### src/cor_pkg.sv
package cor_pkg;

  localparam int COORD_BITS      = 11;
  localparam int COLOR_FRAC_BITS = 16;

  localparam int IN_CRD_W  = 11;
  localparam int SIZE_W    = 10;
  localparam int PIX_W     = 14;
  localparam int COL_W     = 8;
  localparam int MODE_W    = 2;
  localparam int FADE_W    = 16;
  localparam int CFG_W     = 16;
  localparam int CFG_IDX_W = 1;

  localparam int RAD_W = COORD_BITS + 1;
  localparam int SQ_W  = 2 * COORD_BITS + 1;
  localparam int LVL_W = COLOR_FRAC_BITS + 1;
  localparam int CLV_W = COLOR_FRAC_BITS + 2;
  localparam int DVD_W = SIZE_W + COLOR_FRAC_BITS;
  localparam int DVS_W = RAD_W;

  // Size level is radius_size * ONE / 80, i.e. (radius_size << (F-4)) / 5.
  // It saturates from twice the divisor upwards; below that, a reciprocal
  // of five with two guard bits is exact over the SZ_X_W-bit operand.
  localparam int SIZE_SAT   = 160;
  localparam int SZ_X_W     = COLOR_FRAC_BITS + 4;
  localparam int SIZE_SHIFT = COLOR_FRAC_BITS + 6;
  localparam int SIZE_RECIP = ((1 << SIZE_SHIFT) + 4) / 5;

  typedef logic [LVL_W-1:0] lvl_t;
  typedef logic [CLV_W-1:0] clv_t;

  localparam lvl_t LVL_ONE = lvl_t'(1) << COLOR_FRAC_BITS;
  localparam lvl_t LVL_MAX = '1;

  typedef enum logic [CFG_IDX_W-1:0] {
    CFG_COLOR_MODE = 1'b0,
    CFG_FADE_STEP  = 1'b1
  } cfg_idx_e;

  typedef enum logic [MODE_W-1:0] {
    MODE_FIXED = 2'd0,
    MODE_FADE  = 2'd1,
    MODE_SIZE  = 2'd2,
    MODE_RAMP  = 2'd3
  } mode_e;

  localparam mode_e MODE_RESET = MODE_RAMP;
  localparam logic [FADE_W-1:0] FADE_RESET = FADE_W'(917);

  typedef enum logic [4:0] {
    OP_NONE, OP_LATCH, OP_MUL_DX, OP_MUL_DY, OP_SQ_RAD, OP_RAD, OP_MUL_R, OP_R2,
    OP_WMUL, OP_SQ_DIFF, OP_WSTEP, OP_DIV_RAMP, OP_RAMP, OP_SIZE,
    OP_TICK, OP_RMUL, OP_RY
  } dp_op_e;

  typedef struct packed {
    logic active;
    logic slot_end;
    logic step_more;
    logic walk_more;
    logic sq_done;
    logic dv_done;
    logic out_busy;
  } sts_t;

  typedef struct packed {
    logic swap;
    logic neg_h;
    logic neg_v;
    clv_t red;
    clv_t green;
    clv_t blue;
  } pix_sel_t;

  // Clamp to full and scale to eight bits with rounding.
  function automatic logic [COL_W-1:0] to8_f(input clv_t lvl);
    clv_t c;
    logic [CLV_W+COL_W-1:0] p;
    c = (lvl > clv_t'(LVL_ONE)) ? clv_t'(LVL_ONE) : lvl;
    p = ((CLV_W+COL_W)'(c) << COL_W) - (CLV_W+COL_W)'(c)
        + ((CLV_W+COL_W)'(LVL_ONE) >> 1);
    return p[COLOR_FRAC_BITS+COL_W-1:COLOR_FRAC_BITS];
  endfunction

  function automatic pix_sel_t pix_sel_f(input mode_e mode, input logic [2:0] slot,
                                         input lvl_t fade, input lvl_t size,
                                         input lvl_t rise, input lvl_t fall);
    pix_sel_t s;
    clv_t one, lv, hl, rv, fv;
    logic [LVL_W+1:0] f3;
    one = clv_t'(LVL_ONE);
    rv  = clv_t'(rise);
    fv  = clv_t'(fall);
    f3  = (LVL_W+2)'(fall) + ((LVL_W+2)'(fall) << 1);
    unique case (mode)
      MODE_FIXED: lv = one;
      MODE_FADE:  lv = clv_t'(fade);
      MODE_SIZE:  lv = clv_t'(size);
      MODE_RAMP:  lv = one;
      default:    lv = one;
    endcase
    hl = lv >> 1;
    s = '0;
    if (mode == MODE_RAMP) begin
      unique case (slot)
        3'd0: begin s.neg_v = 1'b1; s.red = one; s.green = rv >> 1; end
        3'd1: begin s.swap = 1'b1; s.neg_v = 1'b1; s.red = one; s.green = fv; end
        3'd2: begin s.swap = 1'b1; s.red = fv; s.green = one; end
        3'd3: begin s.green = one; s.blue = fv; end
        3'd4: begin s.neg_h = 1'b1; s.green = fv; s.blue = one; end
        3'd5: begin
          s.swap = 1'b1; s.neg_h = 1'b1; s.red = clv_t'(f3 >> 2); s.blue = one;
        end
        3'd6: begin
          s.swap = 1'b1; s.neg_h = 1'b1; s.neg_v = 1'b1;
          s.red = (((one << 1) + one) >> 2) + rv; s.blue = one;
        end
        default: begin s.neg_h = 1'b1; s.neg_v = 1'b1; s.red = one; s.blue = rv; end
      endcase
    end else begin
      unique case (slot)
        3'd0: s.green = lv;
        3'd1: begin s.neg_h = 1'b1; s.green = lv; s.blue = lv; end
        3'd2: begin s.neg_h = 1'b1; s.neg_v = 1'b1; s.red = lv; s.blue = lv; end
        3'd3: begin s.neg_v = 1'b1; s.red = lv; end
        3'd4: begin s.swap = 1'b1; s.red = lv; s.green = lv; end
        3'd5: begin s.swap = 1'b1; s.neg_v = 1'b1; s.red = lv; s.green = hl; end
        3'd6: begin
          s.swap = 1'b1; s.neg_h = 1'b1; s.neg_v = 1'b1; s.red = hl; s.blue = hl;
        end
        default: begin s.swap = 1'b1; s.neg_h = 1'b1; s.blue = lv; end
      endcase
    end
    return s;
  endfunction

endpackage

### src/cor_if.sv
interface cor_in_if import cor_pkg::*; ();
  logic                valid;
  logic                ready;
  logic                func;
  logic [IN_CRD_W-1:0] center_x;
  logic [IN_CRD_W-1:0] center_y;
  logic [IN_CRD_W-1:0] edge_x;
  logic [IN_CRD_W-1:0] edge_y;
  logic [SIZE_W-1:0]   radius_size;

  modport source (output valid, func, center_x, center_y, edge_x, edge_y, radius_size,
                  input ready);
  modport sink (input valid, func, center_x, center_y, edge_x, edge_y, radius_size,
                output ready);
endinterface

interface cor_out_if import cor_pkg::*; ();
  logic                    valid;
  logic                    ready;
  logic signed [PIX_W-1:0] pixel_x;
  logic signed [PIX_W-1:0] pixel_y;
  logic [COL_W-1:0]        red;
  logic [COL_W-1:0]        green;
  logic [COL_W-1:0]        blue;
  logic                    last;

  modport source (output valid, pixel_x, pixel_y, red, green, blue, last, input ready);
  modport sink (input valid, pixel_x, pixel_y, red, green, blue, last, output ready);
endinterface

### src/cor_sqrt.sv
module cor_sqrt import cor_pkg::*; (
  input  logic             clk_i,
  input  logic             rst_ni,
  input  logic             start_i,
  input  logic [SQ_W-1:0]  val_i,
  output logic             done_o,
  output logic [RAD_W-1:0] res_o
);

  logic              busy_q, done_q;
  logic [SQ_W-1:0]   val_q;
  logic [RAD_W-1:0]  res_q, res_d, bit_q;
  logic [RAD_W-1:0]  trial;
  logic [2*RAD_W-1:0] trial_sq;

  // One result bit a cycle, most significant first.
  assign trial    = res_q | bit_q;
  assign trial_sq = trial * trial;
  assign res_d    = (trial_sq <= (2*RAD_W)'(val_q)) ? trial : res_q;

  always_ff @(posedge clk_i or negedge rst_ni) begin
    if (!rst_ni) begin
      busy_q <= 1'b0;
      done_q <= 1'b0;
    end else begin
      done_q <= busy_q && bit_q[0];
      if (start_i) begin
        busy_q <= 1'b1;
      end else if (busy_q && bit_q[0]) begin
        busy_q <= 1'b0;
      end
    end
  end

  always_ff @(posedge clk_i) begin
    if (start_i) begin
      val_q <= val_i;
      res_q <= '0;
      bit_q <= {1'b1, {(RAD_W-1){1'b0}}};
    end else if (busy_q) begin
      res_q <= res_d;
      bit_q <= bit_q >> 1;
    end
  end

  assign done_o = done_q;
  assign res_o  = res_q;

endmodule

### src/cor_div.sv
module cor_div import cor_pkg::*; (
  input  logic             clk_i,
  input  logic             rst_ni,
  input  logic             start_i,
  input  logic [DVD_W-1:0] dvd_i,
  input  logic [DVS_W-1:0] dvs_i,
  output logic             done_o,
  output logic [DVD_W-1:0] quo_o
);

  localparam int CNT_W = $clog2(DVD_W);

  logic             busy_q, done_q, fin;
  logic [CNT_W-1:0] cnt_q;
  logic [DVD_W-1:0] quo_q;
  logic [DVS_W-1:0] dvs_q;
  logic [DVS_W:0]   rem_q, rem_sh;
  logic             qbit;

  // Restoring division, one quotient bit a cycle.
  assign rem_sh = {rem_q[DVS_W-1:0], quo_q[DVD_W-1]};
  assign qbit   = rem_sh >= {1'b0, dvs_q};
  assign fin    = busy_q && (cnt_q == CNT_W'(DVD_W - 1));

  always_ff @(posedge clk_i or negedge rst_ni) begin
    if (!rst_ni) begin
      busy_q <= 1'b0;
      done_q <= 1'b0;
      cnt_q  <= '0;
    end else begin
      done_q <= fin;
      if (start_i) begin
        busy_q <= 1'b1;
        cnt_q  <= '0;
      end else if (busy_q) begin
        cnt_q <= cnt_q + 1'b1;
        if (fin) busy_q <= 1'b0;
      end
    end
  end

  always_ff @(posedge clk_i) begin
    if (start_i) begin
      quo_q <= dvd_i;
      dvs_q <= dvs_i;
      rem_q <= '0;
    end else if (busy_q) begin
      quo_q <= {quo_q[DVD_W-2:0], qbit};
      rem_q <= qbit ? (rem_sh - {1'b0, dvs_q}) : rem_sh;
    end
  end

  assign done_o = done_q;
  assign quo_o  = quo_q;

endmodule

### src/cor_dp.sv
module cor_dp import cor_pkg::*; (
  input  logic                 clk_i,
  input  logic                 rst_ni,
  input  dp_op_e               op_i,
  input  logic [IN_CRD_W-1:0]  center_x_i,
  input  logic [IN_CRD_W-1:0]  center_y_i,
  input  logic [IN_CRD_W-1:0]  edge_x_i,
  input  logic [IN_CRD_W-1:0]  edge_y_i,
  input  logic [SIZE_W-1:0]    radius_size_i,
  input  logic                 cfg_we_i,
  input  logic [CFG_IDX_W-1:0] cfg_idx_i,
  input  logic [CFG_W-1:0]     cfg_data_i,
  output sts_t                 sts_o,
  cor_out_if.source            out_o
);

  mode_e                   mode_q;
  logic [FADE_W-1:0]       fstep_q;
  logic [COORD_BITS-1:0]   ctr_h_q, ctr_v_q, dx_q, dy_q;
  logic [COORD_BITS-1:0]   cx, cy, ex, ey;
  logic [SIZE_W-1:0]       size_in_q;
  logic [SQ_W-1:0]         acc_q, prod_q, r2_q, sq_in;
  logic [RAD_W-1:0]        rad_q, wx_q, cnt_q, sx_q, sy_q, mul_a, sq_res;
  logic [2*RAD_W-1:0]      mul_p;
  logic [2:0]              slot_q;
  lvl_t                    fade_q, rise_q, fall_q, ramp_q, size_q;
  logic [LVL_W:0]          rise_sum;
  logic                    active_q, out_valid_q, sq_done, dv_done;
  logic [DVD_W-1:0]        dv_dvd, dv_quo;
  logic [DVS_W-1:0]        dv_dvs;
  logic [SZ_X_W-1:0]       sz_x;
  logic [2*SZ_X_W-1:0]     sz_p;
  pix_sel_t                sel;
  logic [RAD_W-1:0]        hv, vv;
  logic [PIX_W-1:0]        h14, v14;

  assign cx = COORD_BITS'(center_x_i);
  assign cy = COORD_BITS'(center_y_i);
  assign ex = COORD_BITS'(edge_x_i);
  assign ey = COORD_BITS'(edge_y_i);

  always_comb begin
    unique case (op_i)
      OP_MUL_DX: mul_a = RAD_W'(dx_q);
      OP_MUL_DY: mul_a = RAD_W'(dy_q);
      OP_MUL_R:  mul_a = rad_q;
      OP_RMUL:   mul_a = sx_q;
      default:   mul_a = wx_q;
    endcase
  end
  assign mul_p = mul_a * mul_a;

  assign sq_in  = (op_i == OP_SQ_RAD) ? (acc_q + prod_q) : (r2_q - prod_q);
  assign dv_dvd = DVD_W'(LVL_ONE);
  assign dv_dvs = cnt_q;

  // Size level by reciprocal multiplication; only valid below saturation.
  assign sz_x = SZ_X_W'(size_in_q) << (COLOR_FRAC_BITS - 4);
  assign sz_p = (2*SZ_X_W)'(sz_x) * (2*SZ_X_W)'(SIZE_RECIP);

  cor_sqrt u_sqrt (
    .clk_i   (clk_i),
    .rst_ni  (rst_ni),
    .start_i (op_i == OP_SQ_RAD || op_i == OP_SQ_DIFF),
    .val_i   (sq_in),
    .done_o  (sq_done),
    .res_o   (sq_res)
  );

  cor_div u_div (
    .clk_i   (clk_i),
    .rst_ni  (rst_ni),
    .start_i (op_i == OP_DIV_RAMP),
    .dvd_i   (dv_dvd),
    .dvs_i   (dv_dvs),
    .done_o  (dv_done),
    .quo_o   (dv_quo)
  );

  assign sel = pix_sel_f(mode_q, slot_q, fade_q, size_q, rise_q, fall_q);
  assign hv  = sel.swap ? sy_q : sx_q;
  assign vv  = sel.swap ? sx_q : sy_q;
  assign h14 = PIX_W'(hv);
  assign v14 = PIX_W'(vv);
  assign rise_sum = {1'b0, rise_q} + {1'b0, ramp_q};

  assign sts_o.active    = active_q;
  assign sts_o.slot_end  = slot_q == 3'd7;
  assign sts_o.step_more = ({1'b0, sx_q} + 1'b1) <= {1'b0, sy_q};
  assign sts_o.walk_more = ({1'b0, wx_q} + 1'b1) <= {1'b0, sq_res};
  assign sts_o.sq_done   = sq_done;
  assign sts_o.dv_done   = dv_done;
  assign sts_o.out_busy  = out_valid_q && !out_o.ready;

  always_ff @(posedge clk_i or negedge rst_ni) begin
    if (!rst_ni) begin
      mode_q      <= MODE_RESET;
      fstep_q     <= FADE_RESET;
      active_q    <= 1'b0;
      out_valid_q <= 1'b0;
      ctr_h_q     <= '0;
      ctr_v_q     <= '0;
      rad_q       <= '0;
      sx_q        <= '0;
      sy_q        <= '0;
      slot_q      <= '0;
      fade_q      <= LVL_ONE;
      rise_q      <= '0;
      fall_q      <= LVL_ONE;
      ramp_q      <= '0;
      size_q      <= '0;
    end else begin
      if (cfg_we_i) begin
        unique case (cfg_idx_e'(cfg_idx_i))
          CFG_COLOR_MODE: mode_q  <= mode_e'(cfg_data_i[MODE_W-1:0]);
          CFG_FADE_STEP:  fstep_q <= cfg_data_i[FADE_W-1:0];
          default:        mode_q  <= mode_q;
        endcase
      end
      if (out_o.ready) out_valid_q <= 1'b0;
      unique case (op_i)
        OP_LATCH: begin
          ctr_h_q  <= cx;
          ctr_v_q  <= cy;
          active_q <= 1'b0;
        end
        OP_RAD:  rad_q  <= sq_res;
        OP_RAMP: ramp_q <= dv_quo[LVL_W-1:0];
        OP_SIZE: begin
          size_q   <= (size_in_q >= SIZE_W'(SIZE_SAT)) ? LVL_MAX
                                                       : lvl_t'(sz_p >> SIZE_SHIFT);
          sx_q     <= '0;
          sy_q     <= rad_q;
          slot_q   <= '0;
          fade_q   <= LVL_ONE;
          rise_q   <= '0;
          fall_q   <= LVL_ONE;
          active_q <= 1'b1;
        end
        OP_TICK: begin
          if (active_q) begin
            out_valid_q <= 1'b1;
            slot_q      <= slot_q + 1'b1;
            if (slot_q == 3'd7) begin
              fade_q <= (fade_q > lvl_t'(fstep_q)) ? fade_q - lvl_t'(fstep_q) : '0;
              rise_q <= rise_sum[LVL_W] ? LVL_MAX : rise_sum[LVL_W-1:0];
              fall_q <= (fall_q > ramp_q) ? fall_q - ramp_q : '0;
              if (sts_o.step_more) begin
                sx_q <= sx_q + 1'b1;
              end else begin
                active_q <= 1'b0;
              end
            end
          end
        end
        OP_RY:   sy_q <= sq_res;
        default: active_q <= active_q;
      endcase
    end
  end

  always_ff @(posedge clk_i) begin
    unique case (op_i)
      OP_LATCH: begin
        dx_q      <= (ex > cx) ? ex - cx : cx - ex;
        dy_q      <= (ey > cy) ? ey - cy : cy - ey;
        size_in_q <= radius_size_i;
      end
      OP_MUL_DX, OP_MUL_R, OP_WMUL, OP_RMUL: prod_q <= mul_p[SQ_W-1:0];
      OP_MUL_DY: begin
        acc_q  <= prod_q;
        prod_q <= mul_p[SQ_W-1:0];
      end
      OP_R2: begin
        r2_q  <= prod_q;
        wx_q  <= '0;
        cnt_q <= RAD_W'(1);
      end
      OP_WSTEP: begin
        wx_q  <= wx_q + 1'b1;
        cnt_q <= cnt_q + 1'b1;
      end
      OP_TICK: begin
        out_o.pixel_x <= PIX_W'(ctr_h_q) + (sel.neg_h ? -h14 : h14);
        out_o.pixel_y <= PIX_W'(ctr_v_q) + (sel.neg_v ? -v14 : v14);
        out_o.red     <= to8_f(sel.red);
        out_o.green   <= to8_f(sel.green);
        out_o.blue    <= to8_f(sel.blue);
        out_o.last    <= (slot_q == 3'd7) && !sts_o.step_more;
      end
      default: acc_q <= acc_q;
    endcase
  end

  assign out_o.valid = out_valid_q;

endmodule

### src/cor_ctrl.sv
module cor_ctrl import cor_pkg::*; (
  input  logic   clk_i,
  input  logic   rst_ni,
  input  logic   in_valid_i,
  input  logic   in_func_i,
  output logic   in_ready_o,
  input  sts_t   sts_i,
  output dp_op_e op_o
);

  typedef enum logic [15:0] {
    S_IDLE  = 16'h0001,
    S_MDX   = 16'h0002,
    S_MDY   = 16'h0004,
    S_SQR   = 16'h0008,
    S_WR    = 16'h0010,
    S_R2    = 16'h0020,
    S_R2L   = 16'h0040,
    S_WMUL  = 16'h0080,
    S_WSQ   = 16'h0100,
    S_WWAIT = 16'h0200,
    S_DVR   = 16'h0400,
    S_WDVR  = 16'h0800,
    S_DVS   = 16'h1000,
    S_RMUL  = 16'h2000,
    S_RSQ   = 16'h4000,
    S_RWAIT = 16'h8000
  } state_e;

  state_e state_q, state_d;

  assign in_ready_o = (state_q == S_IDLE) && !sts_i.out_busy;

  always_comb begin
    state_d = state_q;
    op_o    = OP_NONE;
    unique case (state_q)
      S_IDLE: begin
        if (in_valid_i && in_ready_o) begin
          if (!in_func_i) begin
            op_o    = OP_LATCH;
            state_d = S_MDX;
          end else begin
            op_o = OP_TICK;
            if (sts_i.active && sts_i.slot_end && sts_i.step_more) state_d = S_RMUL;
          end
        end
      end
      S_MDX: begin op_o = OP_MUL_DX; state_d = S_MDY; end
      S_MDY: begin op_o = OP_MUL_DY; state_d = S_SQR; end
      S_SQR: begin op_o = OP_SQ_RAD; state_d = S_WR; end
      S_WR: begin
        if (sts_i.sq_done) begin op_o = OP_RAD; state_d = S_R2; end
      end
      S_R2:   begin op_o = OP_MUL_R; state_d = S_R2L; end
      S_R2L:  begin op_o = OP_R2; state_d = S_WMUL; end
      S_WMUL: begin op_o = OP_WMUL; state_d = S_WSQ; end
      S_WSQ:  begin op_o = OP_SQ_DIFF; state_d = S_WWAIT; end
      S_WWAIT: begin
        // Count one step, loop while the next x stays within y.
        if (sts_i.sq_done) begin
          op_o    = OP_WSTEP;
          state_d = sts_i.walk_more ? S_WMUL : S_DVR;
        end
      end
      S_DVR: begin op_o = OP_DIV_RAMP; state_d = S_WDVR; end
      S_WDVR: begin
        if (sts_i.dv_done) begin op_o = OP_RAMP; state_d = S_DVS; end
      end
      S_DVS:  begin op_o = OP_SIZE; state_d = S_IDLE; end
      S_RMUL: begin op_o = OP_RMUL; state_d = S_RSQ; end
      S_RSQ:  begin op_o = OP_SQ_DIFF; state_d = S_RWAIT; end
      S_RWAIT: begin
        if (sts_i.sq_done) begin op_o = OP_RY; state_d = S_IDLE; end
      end
      default: state_d = S_IDLE;
    endcase
  end

  always_ff @(posedge clk_i or negedge rst_ni) begin
    if (!rst_ni) begin
      state_q <= S_IDLE;
    end else begin
      state_q <= state_d;
    end
  end

  a_ready_idle: assert property (@(posedge clk_i) disable iff (!rst_ni)
    in_ready_o |-> state_q == S_IDLE)
    else $error("input ready outside idle");

  a_sq_done_wait: assert property (@(posedge clk_i) disable iff (!rst_ni)
    sts_i.sq_done |-> (state_q == S_WR || state_q == S_WWAIT || state_q == S_RWAIT))
    else $error("root finished while not awaited");

  a_dv_done_wait: assert property (@(posedge clk_i) disable iff (!rst_ni)
    sts_i.dv_done |-> state_q == S_WDVR)
    else $error("quotient finished while not awaited");

  a_size_idle: assert property (@(posedge clk_i) disable iff (!rst_ni)
    op_o == OP_SIZE |=> state_q == S_IDLE && sts_i.active)
    else $error("circle not armed after set-up");

endmodule

### src/circle_octant_rasterizer_gradient_unit.sv
// Eight-way symmetric circle rasteriser with colour gradients.
// in_i carries items: func 0 starts a circle from a centre and an edge point,
// func 1 is a tick that asks for the next pixel. out_o carries one pixel beat
// per tick while a circle runs; last marks the final pixel. Ticks with no
// circle running are taken and give nothing.
// cfg_we_i/cfg_idx_i/cfg_data_i write colour_mode (0) and fade_step (1).
// A tick's pixel appears in the output register the cycle after acceptance.
// Seven ticks in eight are taken back to back while out_o does not stall; the
// eighth also advances the step, if one follows, and then holds input off
// while the shared root unit forms the next y.
// A start walks every step first, finding the radius and each step's y with
// the bit-serial root unit and the ramp increment with the divider unit.
// Input is held off while a pixel beat waits and out_o.ready is low.
// Reset leaves no circle running, colour_mode 3 and fade_step 917.
module circle_octant_rasterizer_gradient_unit import cor_pkg::*; (
  input  logic                 clk_i,
  input  logic                 rst_ni,
  cor_in_if.sink               in_i,
  cor_out_if.source            out_o,
  input  logic                 cfg_we_i,
  input  logic [CFG_IDX_W-1:0] cfg_idx_i,
  input  logic [CFG_W-1:0]     cfg_data_i
);

  dp_op_e op;
  sts_t   sts;

  cor_ctrl u_ctrl (
    .clk_i      (clk_i),
    .rst_ni     (rst_ni),
    .in_valid_i (in_i.valid),
    .in_func_i  (in_i.func),
    .in_ready_o (in_i.ready),
    .sts_i      (sts),
    .op_o       (op)
  );

  cor_dp u_dp (
    .clk_i         (clk_i),
    .rst_ni        (rst_ni),
    .op_i          (op),
    .center_x_i    (in_i.center_x),
    .center_y_i    (in_i.center_y),
    .edge_x_i      (in_i.edge_x),
    .edge_y_i      (in_i.edge_y),
    .radius_size_i (in_i.radius_size),
    .cfg_we_i      (cfg_we_i),
    .cfg_idx_i     (cfg_idx_i),
    .cfg_data_i    (cfg_data_i),
    .sts_o         (sts),
    .out_o         (out_o)
  );

endmodule

### src/flat_wrapper.sv
// flat-port wrapper written by rule: the top's interface ports become plain ports
module circle_octant_rasterizer_gradient_unit_flat import cor_pkg::*;
  (clk_i, rst_ni, cfg_we_i, cfg_idx_i, cfg_data_i, in_i_valid, in_i_func, in_i_center_x, in_i_center_y, in_i_edge_x, in_i_edge_y, in_i_radius_size, in_i_ready, out_o_valid, out_o_pixel_x, out_o_pixel_y, out_o_red, out_o_green, out_o_blue, out_o_last, out_o_ready);
  cor_in_if in_i_i ();
  cor_out_if out_o_i ();
  input  logic clk_i;
  input  logic rst_ni;
  input  logic cfg_we_i;
  input  logic [CFG_IDX_W-1:0] cfg_idx_i;
  input  logic [CFG_W-1:0] cfg_data_i;
  input wire logic [$bits(in_i_i.valid)-1:0] in_i_valid;
  input wire logic [$bits(in_i_i.func)-1:0] in_i_func;
  input wire logic [$bits(in_i_i.center_x)-1:0] in_i_center_x;
  input wire logic [$bits(in_i_i.center_y)-1:0] in_i_center_y;
  input wire logic [$bits(in_i_i.edge_x)-1:0] in_i_edge_x;
  input wire logic [$bits(in_i_i.edge_y)-1:0] in_i_edge_y;
  input wire logic [$bits(in_i_i.radius_size)-1:0] in_i_radius_size;
  output wire logic [$bits(in_i_i.ready)-1:0] in_i_ready;
  output wire logic [$bits(out_o_i.valid)-1:0] out_o_valid;
  output wire logic [$bits(out_o_i.pixel_x)-1:0] out_o_pixel_x;
  output wire logic [$bits(out_o_i.pixel_y)-1:0] out_o_pixel_y;
  output wire logic [$bits(out_o_i.red)-1:0] out_o_red;
  output wire logic [$bits(out_o_i.green)-1:0] out_o_green;
  output wire logic [$bits(out_o_i.blue)-1:0] out_o_blue;
  output wire logic [$bits(out_o_i.last)-1:0] out_o_last;
  input wire logic [$bits(out_o_i.ready)-1:0] out_o_ready;
  assign in_i_i.valid = in_i_valid;
  assign in_i_i.func = in_i_func;
  assign in_i_i.center_x = in_i_center_x;
  assign in_i_i.center_y = in_i_center_y;
  assign in_i_i.edge_x = in_i_edge_x;
  assign in_i_i.edge_y = in_i_edge_y;
  assign in_i_i.radius_size = in_i_radius_size;
  assign in_i_ready = in_i_i.ready;
  assign out_o_valid = out_o_i.valid;
  assign out_o_pixel_x = out_o_i.pixel_x;
  assign out_o_pixel_y = out_o_i.pixel_y;
  assign out_o_red = out_o_i.red;
  assign out_o_green = out_o_i.green;
  assign out_o_blue = out_o_i.blue;
  assign out_o_last = out_o_i.last;
  assign out_o_i.ready = out_o_ready;
  circle_octant_rasterizer_gradient_unit u_core (.clk_i(clk_i), .rst_ni(rst_ni), .in_i(in_i_i), .out_o(out_o_i), .cfg_we_i(cfg_we_i), .cfg_idx_i(cfg_idx_i), .cfg_data_i(cfg_data_i));
endmodule
### config.mk
export PLATFORM = sky130hd
export DESIGN_NAME = circle_octant_rasterizer_gradient_unit_flat
export DESIGN_NICKNAME = d
export VERILOG_FILES = /design/src/cor_pkg.sv /design/src/cor_if.sv /design/src/cor_sqrt.sv /design/src/cor_div.sv /design/src/cor_dp.sv /design/src/cor_ctrl.sv /design/src/circle_octant_rasterizer_gradient_unit.sv /design/src/flat_wrapper.sv
export SDC_FILE = /design/constraint.sdc
export NUM_CORES = 2
export LEC_CHECK = 0
export ABC_AREA = 1
export BUFFER_PORTS_ARGS = -buffer_cell sky130_fd_sc_hd__buf_2
export CAP_MARGIN = 0
export CORE_UTILIZATION = 44
export CTS_BUF_LIST = sky130_fd_sc_hd__clkbuf_4
export DETAILED_ROUTE_END_ITERATION = 10
export PLACE_DENSITY = 0.64
export SYNTH_ARGS = -nofsm -noshare
export SYNTH_HDL_FRONTEND = slang
export SYNTH_HIERARCHICAL = 1
export SYNTH_SLANG_ARGS = --single-unit
export TNS_END_PERCENT = 10
### constraint.sdc
create_clock -name clk_i -period 10.9 [get_ports clk_i]
set_input_delay 0.545 -clock clk_i [delete_from_list [all_inputs] [get_ports clk_i]]
set_output_delay 0.545 -clock clk_i [all_outputs]
set_load 0.05 [all_outputs]
==> flow_metrics.py <==
metrics = {
    "run_status": {
        "status": "complete, no violations",
    },
    "critical_path": {
        "worstPathArrival_ns": 10.43,
        "critPathKind": "register to register",
        "slowest_delay_ns": 0.80,
        "critPathLaunchType": "register",
        "cp-startpoint": "u_core/u_ctrl/state_q[6]",
        "cp_max_fo": 22,
        "cp_slowest_cell": "nor4_1",
        "reg2reg_from": "u_core/u_ctrl/state_q[6]",
        "required_ns": 11.61,
        "cp-end-kind": "register",
        "critPathMostFrequentCell": "inv_1",
    },
    "synth": {
        "ys_top_cells_by_count": "1124 x nand2_1, 1061 x inv_1, 478 x ha_1",
        "ys_warn_count": 6,
        "ys_seq_elements": 463,
        "synthDistinctLibCells": 73,
        "yosys.area.top_type": "edfxtp_1",
        "synth_ff_type": "edfxtp_1",
        "yosys.area.top_type_share": 0.164,
        "ys_seq_area_frac": 0.291,
        "syn_area_um2": 43300,
        "synth.avg_cell_area_um2": 7.72,
        "synth_edf_count": 236,
        "synth_most_common_cell": "nand2_1",
        "syn_inst": 5607,
        "synth-async-reset-ratio": 0.413,
        "yosys-top-cells-area": "edfxtp_1 16%, ha_1 14%, dfrtp_1 10%",
    },
    "global_route": {
        "grt.total_usage": 0.235,
        "grt_pass1_wl_um": 189000,
        "grt_start_max_net_pins": 71,
        "antenna_found_initial": 1,
        "grt-ovfl-total": 0,
        "grt_pass1_vias": 37100,
    },
    "floorplan": {
        "chipWidth_um": 316,
        "die-area_um2": 99700,
        "die_y_um": 316,
        "initial_utilization": 0.446,
        "core_area_um2": 97100,
        "boundaryPins": 132,
        "fp-row-count": 114,
    },
    "timing": {
        "max_freq_mhz": 103,
        "timing.slew.headroom": 0.230,
        "setup-tns-final_ns": 0,
        "finalCritPeriodShare": 0.891,
        "period_minus_slack_ns": 9.71,
        "worstMarginPinSlew_ns": 1.15,
        "drv_slew": 0,
        "setup_violations": 0,
        "final_hold_viol_count": 0,
        "clock_skew_ns": 0.0823,
        "rsz0062_at_grt": "false",
    },
    "hold_path": {
        "min_path_type": "input port to asynchronous set/reset pin",
    },
    "clock_tree": {
        "cts_sinks": 463,
        "clk_pin_slew_ns": 0.06,
        "ctsHoldBuffers": 64,
        "root_buffer": "clkbuf_4",
        "post_cts_resized": 0,
        "cts_buffers": 134,
        "cts_tree": "built",
        "htree_levels": 4,
        "post_cts_buffers": 0,
        "cts_buffer_depth": 3,
        "worst_skew_pair.late_latency_ns": 1.03,
    },
    "final_layout": {
        "multi_input_area_um2": 26300,
        "post-route-util": 0.492,
        "nNetsFinal": 6627,
        "stdcell_area_um2": 47800,
        "n_fill_cell": 9570,
        "seq_area_um2": 12600,
        "final_cell_count_no_fill": 7271,
        "syn2layout_area_growth_pct": 10.5,
        "layout-drive-gt1-share": 0.0866,
    },
    "routing": {
        "viasPerCell": 5.19,
        "wl_per_cell_um": 15.9,
        "drtIter0Drc": 2902,
        "drc": 0,
        "antenna_left": 0,
        "vias": 37700,
        "wl_um": 116000,
        "drtPass1Iterations": 6,
    },
    "placement": {
        "dpl_cell_area_um2": 45400,
        "place_congestion": 0.967,
        "numPortBuffers": 131,
        "placedCellCount": 6962,
        "hpwl_um": 91900,
    },
    "run": {
        "cap_violations": 0,
    },
}
[metal layers]
layer	track usage	vias up	part of all wire
met5	0	-	0
met1	0.318	17500	0.46
met4	0.0811	0	0.028
li1	-	18900	-
met2	0.386	1070	0.46
met3	0.0327	215	0.055
[cell families (layout without fill, tap and decap cells)]
group | after synthesis | in the layout | synth area share
simple gates | 2012 | 2012 | 0.196
other cells | 2 | 29 | 0.000173
xor+xnor | 193 | 193 | 0.0394
flops | 463 | 463 | 0.291
mux | 9 | 9 | 0.00249
compound gates | 1070 | 1070 | 0.140
fa+ha+maj | 664 | 664 | 0.224
buf+inv | 1194 | 1555 | 0.106
[placed cells by master (no fill, tap or decap), types with 54 or more instances in the layout]
| master | Yosys | layout |
|---|---|---|
| nand2_1 | 1124 | 1124 |
| inv_1 | 1061 | 1061 |
| ha_1 | 478 | 477 |
| nor2_1 | 456 | 449 |
| a21oi_1 | 411 | 411 |
| o21ai_0 | 327 | 324 |
| edfxtp_1 | 236 | 236 |
| nand3_1 | 203 | 203 |
| clkbuf_4 | 0 | 195 |
| fa_1 | 186 | 186 |
| dfrtp_1 | 180 | 180 |
| buf_2 | 22 | 130 |
| xor2_1 | 111 | 111 |
| o22ai_1 | 84 | 84 |
| xnor2_1 | 80 | 80 |
| dlygate4sd3_1 | 0 | 64 |
| nand4_1 | 64 | 64 |
| nor3_1 | 55 | 54 |
[layout make-up]
class / instances / share of cell area
Tap cell: 1276 / 0.0334
Clock inverter: 48 / 0.00602
Clock buffer: 195 / 0.0306
Sequential cell: 463 / 0.263
Timing Repair Buffer: 229 / 0.0326
Multi-Input combinational cell: 3975 / 0.549
Inverter: 1083 / 0.0850
Antenna cell: 2 / 0.000105
[sequential cells by signal (all words and copies together) (netlist names), 22 cells and up]
name                      count
u_core/u_dp/acc_q            22
u_core/u_dp/r2_q             22
u_core/u_dp/u_sqrt/val_q     23
u_core/u_dp/u_div/quo_o      26
u_core/u_dp/prod_q           22
[critical path: cells and delay by family, from the launching register on]
kind            cells  cell delay (ns)
simple gates       16             3.45
fa+ha+maj           6             3.00
buf+inv            10             1.46
compound gates      6             0.93
flops               1             0.40
xor+xnor            1             0.14
[worst paths after layout]
check / to / slack, ns / cells past startpoint
max: u_core/u_dp/prod_q[20] / 1.19 / 39
min: u_core/u_dp/fall_q[13] / 0.09 / 2
max reg2reg: u_core/u_dp/prod_q[20] / 1.19 / 39
min reg2reg: u_core/u_dp/u_div/dvs_q[4] / 0.41 / 0
max in group asynchronous: u_core/u_dp/size_q[1] / 9.41 / 3
min in group clk_i: u_core/u_dp/dx_q[2] / 0.14 / 3
[stage by stage]
step	setup slack, ns	hold WS [ns]
finish	1.19	0.0919
global route	0.344	0.0895
CTS	1.22	0.000827
detailed placement	1.34	0.448
global placement	1.42	0.438
floorplan	2.74	0.249
Power is not shown: default switching activity piles up to over one toggle a cycle in this logic, so the estimate is an artifact.
